`src/hw/rtl/assert_macros.svh`:
```
// Assertion macros shared by the circuit breaker RTL.
// No dependencies; included by the modules that carry assertions.
`ifndef ASSERT_MACROS_SVH
`define ASSERT_MACROS_SVH

// Property that must hold at every clock edge outside reset.
`define CBF_ASSERT(label, clk, rst_n, prop) \
  label: assert property (@(posedge clk) disable iff (!rst_n) (prop)) \
    else $error("cbf: assertion failed");

// Condition in this cycle implies a consequence in the same cycle.
`define CBF_ASSERT_NOW(label, clk, rst_n, pre, post) \
  label: assert property (@(posedge clk) disable iff (!rst_n) (pre) |-> (post)) \
    else $error("cbf: assertion failed");

// Condition in this cycle implies a consequence in the next cycle.
`define CBF_ASSERT_NEXT(label, clk, rst_n, pre, post) \
  label: assert property (@(posedge clk) disable iff (!rst_n) (pre) |=> (post)) \
    else $error("cbf: assertion failed");

`endif

```
`src/hw/rtl/cbf_pkg.sv`:
```
// Types and constants of the circuit breaker block.
// No dependencies; imported by every cbf module.
package cbf_pkg;

  // Operation codes on the input tuser
  localparam logic [1:0] OP_REQUEST = 2'd0;
  localparam logic [1:0] OP_RESPONSE = 2'd1;
  localparam logic [1:0] OP_NET_ERROR = 2'd2;

  // Status code ranges
  localparam logic [9:0] CODE_OK_LO = 10'd200;
  localparam logic [9:0] CODE_OK_HI = 10'd300;
  localparam logic [9:0] CODE_CLIENT_LO = 10'd400;
  localparam logic [9:0] CODE_CLIENT_HI = 10'd500;

  // Breaker state codes
  localparam logic [1:0] MODE_CLOSED = 2'd0;
  localparam logic [1:0] MODE_OPEN = 2'd1;
  localparam logic [1:0] MODE_HALF = 2'd2;

  localparam logic [7:0] COUNT_MAX = 8'hFF;

  localparam logic [7:0] THRESHOLD_RST = 8'd5;
  localparam logic [31:0] DURATION_RST = 32'd30000;

  // Configuration register indexes
  localparam logic REG_THRESHOLD = 1'b0;
  localparam logic REG_DURATION = 1'b1;

  typedef enum logic [1:0] {
    EV_NONE,
    EV_REQUEST,
    EV_SUCCESS,
    EV_FAILURE
  } ev_kind_e;

  typedef struct packed {
    ev_kind_e kind;
    logic [47:0] now_time;
  } ev_t;

  typedef struct packed {
    logic [7:0] failure_threshold;
    logic [31:0] open_duration;
  } cfg_t;

  typedef struct packed {
    logic [7:0] failure_count;
    logic [1:0] breaker_state;
    logic allowed;
  } res_t;

endpackage

```
`src/hw/rtl/cbf_front.sv`:
```
// Front end of the circuit breaker: accepts input words and classifies them.
// Depends on cbf_pkg; feeds cbf_queue.
module cbf_front
  import cbf_pkg::*;
(
  input  logic        clk_i,
  input  logic        rst_ni,
  input  logic        in_valid_i,
  output logic        in_ready_o,
  input  logic [1:0]  operation_i,
  input  logic [9:0]  resp_code_i,
  input  logic [47:0] now_time_i,
  output logic        ev_valid_o,
  input  logic        ev_ready_i,
  output ev_t         ev_o
);

  logic     vld_q, vld_d;
  ev_t      ev_q;
  ev_kind_e kind;
  logic     is_ok, is_client;
  logic     accept;

  assign is_ok = (resp_code_i >= CODE_OK_LO) && (resp_code_i < CODE_OK_HI);
  assign is_client = (resp_code_i >= CODE_CLIENT_LO) && (resp_code_i < CODE_CLIENT_HI);

  always_comb begin
    unique case (operation_i)
      OP_REQUEST:   kind = EV_REQUEST;
      OP_RESPONSE: begin
        if (is_ok) begin
          kind = EV_SUCCESS;
        end else if (is_client) begin
          kind = EV_NONE;
        end else begin
          kind = EV_FAILURE;
        end
      end
      OP_NET_ERROR: kind = EV_FAILURE;
      default:      kind = EV_NONE;
    endcase
  end

  assign in_ready_o = !vld_q || ev_ready_i;
  assign accept = in_valid_i && in_ready_o;

  always_comb begin
    vld_d = vld_q;
    if (accept) begin
      vld_d = 1'b1;
    end else if (ev_ready_i) begin
      vld_d = 1'b0;
    end
  end

  always_ff @(posedge clk_i or negedge rst_ni) begin
    if (!rst_ni) begin
      vld_q <= 1'b0;
    end else begin
      vld_q <= vld_d;
    end
  end

  always_ff @(posedge clk_i) begin
    if (accept) begin
      ev_q.kind <= kind;
      ev_q.now_time <= now_time_i;
    end
  end

  assign ev_valid_o = vld_q;
  assign ev_o = ev_q;

endmodule

```
`src/hw/rtl/cbf_queue.sv`:
```
// Short event queue between the front and back ends of the circuit breaker.
// Depends on cbf_pkg and assert_macros.svh.
`include "assert_macros.svh"

module cbf_queue
  import cbf_pkg::*;
#(
  parameter int unsigned DEPTH = 4
) (
  input  logic clk_i,
  input  logic rst_ni,
  input  logic push_valid_i,
  output logic push_ready_o,
  input  ev_t  push_data_i,
  output logic pop_valid_o,
  input  logic pop_ready_i,
  output ev_t  pop_data_o
);

  localparam int unsigned PW = (DEPTH > 1) ? $clog2(DEPTH) : 1;
  localparam int unsigned CW = $clog2(DEPTH + 1);

  ev_t           mem_q [DEPTH];
  logic [PW-1:0] wr_ptr_q, wr_ptr_d;
  logic [PW-1:0] rd_ptr_q, rd_ptr_d;
  logic [CW-1:0] count_q, count_d;
  logic          push, pop;

  assign push_ready_o = (count_q != CW'(DEPTH));
  assign pop_valid_o = (count_q != '0);
  assign push = push_valid_i && push_ready_o;
  assign pop = pop_valid_o && pop_ready_i;
  assign pop_data_o = mem_q[rd_ptr_q];

  always_comb begin
    wr_ptr_d = wr_ptr_q;
    rd_ptr_d = rd_ptr_q;
    count_d = count_q;
    if (push) begin
      wr_ptr_d = (wr_ptr_q == PW'(DEPTH - 1)) ? '0 : wr_ptr_q + 1'b1;
    end
    if (pop) begin
      rd_ptr_d = (rd_ptr_q == PW'(DEPTH - 1)) ? '0 : rd_ptr_q + 1'b1;
    end
    if (push && !pop) begin
      count_d = count_q + 1'b1;
    end else if (pop && !push) begin
      count_d = count_q - 1'b1;
    end
  end

  always_ff @(posedge clk_i or negedge rst_ni) begin
    if (!rst_ni) begin
      wr_ptr_q <= '0;
      rd_ptr_q <= '0;
      count_q <= '0;
    end else begin
      wr_ptr_q <= wr_ptr_d;
      rd_ptr_q <= rd_ptr_d;
      count_q <= count_d;
    end
  end

  always_ff @(posedge clk_i) begin
    if (push) begin
      mem_q[wr_ptr_q] <= push_data_i;
    end
  end

  `CBF_ASSERT(a_count_bound, clk_i, rst_ni, count_q <= CW'(DEPTH))
  `CBF_ASSERT_NEXT(a_both_hold, clk_i, rst_ni, push && pop, $stable(count_q))
  `CBF_ASSERT_NEXT(a_pop_drain, clk_i, rst_ni, pop && !push, count_q == $past(count_q) - 1'b1)

endmodule

```
`src/hw/rtl/cbf_back.sv`:
```
// Back end of the circuit breaker: breaker state, failure count, result register.
// Depends on cbf_pkg and assert_macros.svh.
`include "assert_macros.svh"

module cbf_back
  import cbf_pkg::*;
(
  input  logic clk_i,
  input  logic rst_ni,
  input  cfg_t cfg_i,
  input  logic ev_valid_i,
  output logic ev_ready_o,
  input  ev_t  ev_i,
  output logic res_valid_o,
  input  logic res_ready_i,
  output res_t res_o
);

  logic [1:0]  mode_q, mode_d;
  logic [7:0]  fail_q, fail_d;
  logic [47:0] trip_q, trip_d;
  logic        out_vld_q, out_vld_d;
  res_t        res_q, res_d;
  logic [47:0] elapsed;
  logic        expired;
  logic [7:0]  fail_inc;
  logic        pop;

  assign ev_ready_o = !out_vld_q || res_ready_i;
  assign pop = ev_valid_i && ev_ready_o;

  // Modular 48-bit time since the trip
  assign elapsed = ev_i.now_time - trip_q;
  assign expired = elapsed >= {16'd0, cfg_i.open_duration};
  assign fail_inc = (fail_q != COUNT_MAX) ? fail_q + 1'b1 : fail_q;

  always_comb begin
    mode_d = mode_q;
    fail_d = fail_q;
    trip_d = trip_q;
    res_d.allowed = 1'b0;
    unique case (ev_i.kind)
      EV_REQUEST: begin
        if (mode_q != MODE_OPEN) begin
          res_d.allowed = 1'b1;
        end else if (expired) begin
          res_d.allowed = 1'b1;
          mode_d = MODE_HALF;
        end
      end
      EV_SUCCESS: begin
        if (mode_q == MODE_CLOSED) begin
          fail_d = '0;
        end else if (mode_q == MODE_HALF) begin
          fail_d = '0;
          mode_d = MODE_CLOSED;
        end
      end
      EV_FAILURE: begin
        fail_d = fail_inc;
        if ((mode_q == MODE_HALF) ||
            ((mode_q == MODE_CLOSED) && (fail_inc >= cfg_i.failure_threshold))) begin
          mode_d = MODE_OPEN;
          trip_d = ev_i.now_time;
        end
      end
      default: ;
    endcase
    res_d.breaker_state = mode_d;
    res_d.failure_count = fail_d;
  end

  always_comb begin
    out_vld_d = out_vld_q;
    if (pop) begin
      out_vld_d = 1'b1;
    end else if (res_ready_i) begin
      out_vld_d = 1'b0;
    end
  end

  always_ff @(posedge clk_i or negedge rst_ni) begin
    if (!rst_ni) begin
      mode_q <= MODE_CLOSED;
      fail_q <= '0;
      trip_q <= '0;
      out_vld_q <= 1'b0;
    end else begin
      out_vld_q <= out_vld_d;
      if (pop) begin
        mode_q <= mode_d;
        fail_q <= fail_d;
        trip_q <= trip_d;
      end
    end
  end

  always_ff @(posedge clk_i) begin
    if (pop) begin
      res_q <= res_d;
    end
  end

  assign res_valid_o = out_vld_q;
  assign res_o = res_q;

  `CBF_ASSERT_NEXT(a_half_fail_trips, clk_i, rst_ni,
                   pop && (ev_i.kind == EV_FAILURE) && (mode_q == MODE_HALF),
                   (mode_q == MODE_OPEN) && (trip_q == $past(ev_i.now_time)))
  `CBF_ASSERT_NEXT(a_success_clears, clk_i, rst_ni,
                   pop && (ev_i.kind == EV_SUCCESS) && (mode_q != MODE_OPEN),
                   (fail_q == '0) && (mode_q == MODE_CLOSED))
  `CBF_ASSERT_NEXT(a_probe_grant, clk_i, rst_ni,
                   pop && (ev_i.kind == EV_REQUEST) && (mode_q == MODE_OPEN),
                   res_q.allowed == (mode_q == MODE_HALF))

endmodule

```
`src/hw/rtl/circuit_breaker_fsm_top.sv`:
```
// A word passes the front register, the queue and the result register, in that order, before its result is valid.
// One word per cycle while no side stalls; the front register, a DEPTH-entry queue and the
// result register let each side stall without stopping the other.
// The back end settles each event with one 48-bit subtract and compare.
// Reset (rst_ni low, asynchronous): breaker closed, count and trip time zero,
// queue empty, threshold 5, open duration 30000 ticks.
module circuit_breaker_fsm_top
  import cbf_pkg::*;
#(
  parameter int unsigned QUEUE_DEPTH = 4
) (
  input  logic        clk_i,
  input  logic        rst_ni,
  // Input stream
  input  logic        s_axis_tvalid,
  output logic        s_axis_tready,
  input  logic [63:0] s_axis_tdata,  // [9:0] resp_code, [57:10] now_time, rest zero
  input  logic [1:0]  s_axis_tuser,  // [1:0] operation
  // Result stream
  output logic        m_axis_tvalid,
  input  logic        m_axis_tready,
  output logic [15:0] m_axis_tdata,  // [0] allowed, [2:1] breaker_state, [10:3] failure_count
  // Configuration port
  input  logic        psel,
  input  logic        penable,
  input  logic        pwrite,
  input  logic [2:0]  paddr,
  input  logic [31:0] pwdata,
  output logic [31:0] prdata,
  output logic        pready
);

  logic        ev_valid, ev_ready;
  ev_t         ev_front;
  logic        q_valid, q_ready;
  ev_t         ev_queue;
  res_t        res;
  cfg_t        cfg_q;
  logic        cfg_wr;

  // Configuration registers: one word per register, index from address bit 2
  assign pready = 1'b1;
  assign cfg_wr = psel && penable && pwrite && pready;

  always_ff @(posedge clk_i or negedge rst_ni) begin
    if (!rst_ni) begin
      cfg_q.failure_threshold <= THRESHOLD_RST;
      cfg_q.open_duration <= DURATION_RST;
    end else if (cfg_wr) begin
      unique case (paddr[2])
        REG_THRESHOLD: cfg_q.failure_threshold <= pwdata[7:0];
        REG_DURATION:  cfg_q.open_duration <= pwdata;
        default: ;
      endcase
    end
  end

  always_comb begin
    unique case (paddr[2])
      REG_THRESHOLD: prdata = {24'd0, cfg_q.failure_threshold};
      REG_DURATION:  prdata = cfg_q.open_duration;
      default:       prdata = '0;
    endcase
  end

  // Front: take the word, classify the event, hold it for the queue
  cbf_front u_front (
    .clk_i         (clk_i),
    .rst_ni        (rst_ni),
    .in_valid_i    (s_axis_tvalid),
    .in_ready_o    (s_axis_tready),
    .operation_i   (s_axis_tuser),
    .resp_code_i   (s_axis_tdata[9:0]),
    .now_time_i    (s_axis_tdata[57:10]),
    .ev_valid_o    (ev_valid),
    .ev_ready_i    (ev_ready),
    .ev_o          (ev_front)
  );

  // Queue: decouple classification from the state update
  cbf_queue #(
    .DEPTH (QUEUE_DEPTH)
  ) u_queue (
    .clk_i        (clk_i),
    .rst_ni       (rst_ni),
    .push_valid_i (ev_valid),
    .push_ready_o (ev_ready),
    .push_data_i  (ev_front),
    .pop_valid_o  (q_valid),
    .pop_ready_i  (q_ready),
    .pop_data_o   (ev_queue)
  );

  // Back: advance the breaker state and register the result
  cbf_back u_back (
    .clk_i       (clk_i),
    .rst_ni      (rst_ni),
    .cfg_i       (cfg_q),
    .ev_valid_i  (q_valid),
    .ev_ready_o  (q_ready),
    .ev_i        (ev_queue),
    .res_valid_o (m_axis_tvalid),
    .res_ready_i (m_axis_tready),
    .res_o       (res)
  );

  assign m_axis_tdata = {5'd0, res};

endmodule
```
`config.mk`:
```
export PLATFORM = sky130hd
export DESIGN_NAME = circuit_breaker_fsm_top
export DESIGN_NICKNAME = d
export VERILOG_FILES = /design/src/hw/rtl/cbf_pkg.sv /design/src/hw/rtl/cbf_front.sv /design/src/hw/rtl/cbf_queue.sv /design/src/hw/rtl/cbf_back.sv /design/src/hw/rtl/circuit_breaker_fsm_top.sv
export VERILOG_INCLUDE_DIRS = /design/src /design/src/hw/rtl
export SDC_FILE = /design/constraint.sdc
export NUM_CORES = 1
export LEC_CHECK = 0
export ABC_AREA = 1
export BUFFER_PORTS_ARGS = -buffer_cell sky130_fd_sc_hd__buf_2
export CAP_MARGIN = 20
export CORE_UTILIZATION = 30
export DETAILED_ROUTE_END_ITERATION = 10
export PLACE_DENSITY = 0.58
export SLEW_MARGIN = 20
export SYNTH_ARGS = -nofsm -noshare
export SYNTH_HDL_FRONTEND = slang
export SYNTH_SLANG_ARGS = --single-unit
export TNS_END_PERCENT = 1
```
`constraint.sdc`:
```
create_clock -name clk_i -period 4 [get_ports clk_i]
set_input_delay 0.6 -clock clk_i [delete_from_list [all_inputs] [get_ports clk_i]]
set_output_delay 0.6 -clock clk_i [all_outputs]
set_load 0.05 [all_outputs]
```
==> results of run 1 <==
-- worst paths after layout --
check	from	to	cells past startpoint
setup / recovery	u_queue.rd_ptr_q[0]	u_back.res_o[0]	28
hold / removal	rst_ni	u_back.fail_q[5]	1
setup reg to reg	u_queue.rd_ptr_q[0]	u_back.res_o[0]	28
hold reg to reg	cfg_q[33]	cfg_q[33]	2
max in group asynchronous	rst_ni	u_back.trip_q[39]	2
min in group clk_i	s_axis_tdata[31]	u_front.ev_o[21]	1
-- through the flow --
step	hold slack, ns	TNS, ns	worst slack, ns	instance area, um^2
after floorplan	0.304	0	0.0185	19200
after global placement	0.468	-1.96	-0.475	22600
after detailed placement	0.484	-2.18	-0.495	22600
after CTS	0.174	-1.62	-0.365	24300
after global routing	0.178	-2.79	-0.598	24600
final	0.167	-1.65	-0.392	24600
-- metal layers --
metal | GRT usage | share of wire | vias up
li1 | - | - | 7718
met3 | 0.0211 | 0.041 | 77
met2 | 0.266 | 0.46 | 366
met5 | 0 | 0 | -
met1 | 0.221 | 0.48 | 7300
met4 | 0.0452 | 0.023 | 0
-- critical path, delay by kind of cell, from the launching register on --
kind / cells / cell delay, ns
adder cells (fa/ha/maj): 2 / 0.57
AO/OA/AOI/OAI: 6 / 0.88
flip-flops: 1 / 0.49
AND/OR/NAND/NOR: 12 / 1.12
XOR/XNOR: 1 / 0.29
buffers and inverters: 7 / 0.75
-- registers in the layout, summed over array words and instances, names as in the netlist, 2 cells and up --
signal            cells
cfg_q                40
u_back.fail_q         8
u_back.mode_q         2
u_back.res_o         11
u_back.trip_q        48
u_front.ev_o         50
u_queue.count_q       3
u_queue.mem_q       200
u_queue.rd_ptr_q      2
u_queue.wr_ptr_q      2
-- final cells by class --
| type | instances | area share |
|---|---|---|
| flip-flops and latches | 368 | 0.428 |
| multi-input cells | 1358 | 0.306 |
| repair buffers | 396 | 0.113 |
| inverters | 344 | 0.0529 |
| clock buffers | 53 | 0.0457 |
| well taps | 846 | 0.0430 |
| clock inverters | 24 | 0.0105 |
| diodes | 1 | 0.000102 |
-- cells in the mapped netlist (10+ instances only) --
cell      instances
edfxtp_1        261
o21ai_0         207
clkbuf_1         44
ha_1             95
nand3_1          52
o22ai_1          47
nor2_2           19
nor3_1           11
dfrtp_1          98
nand2_1         499
buf_4            12
nand2_2          15
xor2_1           28
inv_1           334
a21oi_1          83
nor2_1          214
inv_2            10
nand4_1          12
-- cell usage in the layout (no fill, tap or decap), drive strengths merged, types with 17 or more instances in the layout --
master,netlist,layout
a21oi,85,85
buf,19,394
clkbuf,44,54
clkinv,0,17
dfrtp,98,98
edfxtp,261,261
ha,95,95
inv,344,345
nand2,514,514
nand3,57,57
nor2,238,238
o21ai,214,214
o22ai,47,47
xor2,28,28
-- cells by family (layout without fill, tap and decap cells) --
kind of cell             count (synthesis)  count (layout)  synth area share
flip-flops                             368             368             0.549
multiplexers                             1               1          0.000588
buffers and inverters                  407             817            0.0825
AND/OR/NAND/NOR                        842             842             0.180
adder cells (fa/ha/maj)                 97              97            0.0641
other                                    2               7          0.000392
XOR/XNOR                                37              37            0.0169
AO/OA/AOI/OAI                          375             375             0.106
-- what timing repair did --
item / in CTS / in global routing
gates cloned: 2 / 1
pin swaps: 6 / 10
hold buffers: 0 / 0
gates resized for setup: 45 / 52
buffers inserted: 5 / 3
endpoints found under the setup margin: 5 / 41
==> impl_metrics.json, run 1 <==
{
  "drtPass1Iterations": 6,
  "path_clk_slew_ns": 0.06,
  "synthTopCellsByArea": "edfxtp_1 (41%), dfrtp_1 (13%), nand2_1 (9.8%)",
  "rows": 92,
  "status": "complete, but fails checks",
  "syn_to_final_growth_pct": 28.4,
  "drt_iter0_markers": 1148,
  "drc": 0,
  "hold_violations": 0,
  "nFillCells": 6349,
  "numCtsBuffers": 42,
  "drv_cap": 0,
  "fin_cells": 3390,
  "globalRouteOverflowTotal": 0,
  "startpoint_type": "flop",
  "io_buffer_count": 142,
  "grt_max_degree": 68,
  "min_period_ns": 4.39,
  "initial_utilization": 0.304,
  "slew_headroom": 0.372,
  "dp_hpwl_um": 39600,
  "wl_per_cell_um": 15.4,
  "fin_util": 0.390,
  "synth_cells": 2129,
  "die_h_um": 255,
  "cts.sinks": 368,
  "clockBufferDepth": 3,
  "synth_edf_count": 261,
  "antenna_found_initial": 1,
  "fin_nets": 2715,
  "synth.avg_cell_area_um2": 9.00,
  "worstPathArrival_ns": 4.70,
  "final_antenna_net_count": 0,
  "drive_gt1_frac": 0.236,
  "cp_common_cell": "nand2_1",
  "synthArstFlopShare": 0.291,
  "synth_flop_cell": "edfxtp_1",
  "crit_path_max_fanout": 17,
  "crit_path_end_kind": "flop",
  "finalSetupViolCount": 5,
  "ctsRootBufferMaster": "clkbuf_16",
  "clock.fmax_mhz": 228,
  "layout_setup_ws_ns": -0.392,
  "dp_cells": 3301,
  "synth_top_area_frac": 0.409,
  "tightest_slew_ns": 0.941,
  "grt_pass1_vias": 15000,
  "netlist_area_mm2": 0.0192,
  "grtUsageTotal": 0.161,
  "die_w_um": 255,
  "seq_area_mm2": 0.0105,
  "synth_cell_types": 50,
  "rsz0062_at_grt": "yes",
  "cts_tree": "yes",
  "maxSlewViolCount": 0,
  "worstSetupPathType": "flop to flop",
  "rrSetupSlack_ns": -0.39,
  "synth_largest_area_cell": "edfxtp_1",
  "yosysWarnings": 0,
  "totalWireLength_um": 52300,
  "grt_pass1_wl_um": 81300,
  "die-area_mm2": 0.0649,
  "finClkSkew_ns": 0.0238,
  "core_mm2": 0.0631,
  "multiInputGateArea_mm2": 0.00754,
  "hold_path_class": "input pin to async pin",
  "routed_via_density": 4.56,
  "gp_congestion": 0.955,
  "insertion_delay_ns": 0.58,
  "slowest_stage": "dfrtp_2",
  "period_share": 1.10,
  "cts-htree-levels": 2,
  "seq_area_frac_synth": 0.549,
  "ys_ff_latch": 368,
  "io_pins": 159,
  "slowest_delay_ns": 0.49,
  "num_vias": 15500,
  "cp_data_required_time_ns": 4.31,
  "violations": "negative setup slack"
}
Power of run 1 is left out: the tool's default activity adds up to more than one toggle a clock period on the data nets, which glitch-free logic cannot reach.
==> run 2, diff against run 1 <==
--- a/config.mk
+++ b/config.mk
@@ -9,9 +9,10 @@
 export ABC_AREA = 1
 export BUFFER_PORTS_ARGS = -buffer_cell sky130_fd_sc_hd__buf_2
 export CAP_MARGIN = 20
-export CORE_UTILIZATION = 30
+export CORE_MARGIN = 2
+export CORE_UTILIZATION = 55
 export DETAILED_ROUTE_END_ITERATION = 10
-export PLACE_DENSITY = 0.58
+export PLACE_DENSITY = 0.88
 export SLEW_MARGIN = 20
 export SYNTH_ARGS = -nofsm -noshare
 export SYNTH_HDL_FRONTEND = slang
==> impl_metrics.json, run 2 (synthesis results as in run 1) <==
{
  "syn_to_final_growth_pct": 28.9,
  "worstPathArrival_ns": 4.97,
  "hold_slack_ns": 0.00422,
  "cts.sinks": 368,
  "top_register": "u_queue.mem_q",
  "crit_start": "u_queue.rd_ptr_q[0]",
  "placed_area_mm2": 0.0219,
  "maxSlewViolCount": 0,
  "die_w_um": 191,
  "grt_pass1_wl_um": 83000,
  "worstSetupPathType": "flop to flop",
  "period_share": 1.16,
  "grt_max_degree": 81,
  "drv_cap": 0,
  "critPathBufInv": 6,
  "gp_congestion": 1.01,
  "numCtsBuffers": 38,
  "reg2reg_to": "u_back.res_o[2]",
  "final_common_cell": "nand2_1",
  "violations": "negative setup slack",
  "finalSetupViolCount": 5,
  "rsz0062_at_grt": "yes",
  "slowest_delay_ns": 0.46,
  "ctsRootBufferMaster": "clkbuf_16",
  "slew_headroom": 0.297,
  "io_pins": 159,
  "finClkSkew_ns": 0.0284,
  "die-area_mm2": 0.0364,
  "crit_path_max_fanout": 12,
  "cts-htree-levels": 2,
  "drtPass1Iterations": 8,
  "initial_utilization": 0.556,
  "antenna_found_initial": 0,
  "rows": 68,
  "path_clk_slew_ns": 0.07,
  "hold_violations": 0,
  "crit_path_end_kind": "flop",
  "r2r-start": "u_queue.rd_ptr_q[0]",
  "insertion_delay_ns": 0.57,
  "grtUsageTotal": 0.292,
  "routed_via_density": 5.83,
  "die_h_um": 191,
  "final_antenna_net_count": 0,
  "antenna_cells": 0,
  "clock.fmax_mhz": 215,
  "clockBufferDepth": 3,
  "cp_top_family": "simple AND/OR/NAND/NOR gates",
  "totalWireLength_um": 60700,
  "drt_iter0_markers": 2178,
  "design_area_mm2": 0.0247,
  "drc": 0,
  "dp_hpwl_um": 34500,
  "num_vias": 17300,
  "slowest_stage": "dfrtp_2",
  "final_cell_mix": "nand2_1 (471), inv_1 (323), edfxtp_1 (261), buf_4 (214), nor2_1 (183)",
  "cp_common_cell": "nand2_1",
  "status": "complete, but fails checks",
  "cts_tree": "yes",
  "globalRouteOverflowTotal": 0,
  "tightest_slew_ns": 1.05,
  "startpoint_type": "flop",
  "largest_reg_flops": 200,
  "fin_nets": 2689,
  "core_mm2": 0.0345,
  "rrSetupSlack_ns": -0.66,
  "io_buffer_count": 142,
  "layout_setup_ws_ns": -0.657,
  "hold_path_class": "input pin to async pin",
  "drive_gt1_frac": 0.274,
  "fin_setup_tns_ns": -2.99,
  "grt_pass1_vias": 16100,
  "nFillCells": 2181,
  "min_period_ns": 4.66,
  "wl_per_cell_um": 20.4,
  "reg2regPathDepth": 31,
  "cp_data_required_time_ns": 4.31
}
run 2: cell types whose count changed in the layout (fill, tap and decap cells not counted), sizes merged:
cell and delta:
buf -24, clkinv -4, bufinv +3, clkbuf -3, clkinvlp -3, inv +2
diode -1
run 2: worst register-to-register path: cells and delay by family, from the launching register on:
kind / cells / cell delay (ns)
buffers and inverters: 6 / 0.65
adder cells (fa/ha/maj): 2 / 0.53
XOR/XNOR: 1 / 0.14
AND/OR/NAND/NOR: 18 / 1.98
flip-flops: 1 / 0.46
AO/OA/AOI/OAI: 4 / 0.64
run 2: through the flow:
step                setup WS [ns]  cells  utilization
floorplan                  0.0185   2133            -
global placement           -0.363   2874        0.634
detailed placement         -0.435   2874        0.634
CTS                        -0.252   2958        0.694
global route               -0.835   2969        0.717
finish                     -0.657   2969        0.717
run 2: how the worst max path moves through the flow:
stage,endpoint,slack [ns],cells after the start
2_1_floorplan,u_back.res_o[0],0.02,25
3_3_place_gp,u_back.res_o[0],-0.36,29
3_5_place_dp,u_back.res_o[2],-0.44,26
4_1_cts,u_back.res_o[2],-0.25,28
5_1_grt,u_back.res_o[2],-0.84,31
6_report,u_back.res_o[2],-0.66,31
run 2: layout make-up:
| cell class | count | area, um^2 | area share |
|---|---|---|---|
| multi-input cells | 1358 | 8240 | 0.334 |
| inverters | 344 | 1300 | 0.0525 |
| flip-flops and latches | 368 | 10500 | 0.426 |
| clock buffers | 48 | 1020 | 0.0412 |
| clock inverters | 22 | 338 | 0.0137 |
| well taps | 455 | 569 | 0.0230 |
| repair buffers | 374 | 2710 | 0.110 |
run 2: repair_timing:
| action | in CTS | in global routing |
|---|---|---|
| gates resized for setup | 110 | 166 |
| hold buffers | 0 | 0 |
| endpoints found under the setup margin | 5 | 37 |
| cloned | 2 | 3 |
| pin swaps | 25 | 43 |
| setup buffers | 12 | 7 |
run 2: routing by layer:
metal / vias to the layer above / global-route usage / wire (um)
met3: 342 / 0.0429 / 6050
met5: - / 0 / 0
met1: 8088 / 0.378 / 21900
li1: 7660 / - / -
met4: 0 / 0.109 / 4000
met2: 1226 / 0.501 / 28700
Power of run 2 is left out for the same reason.
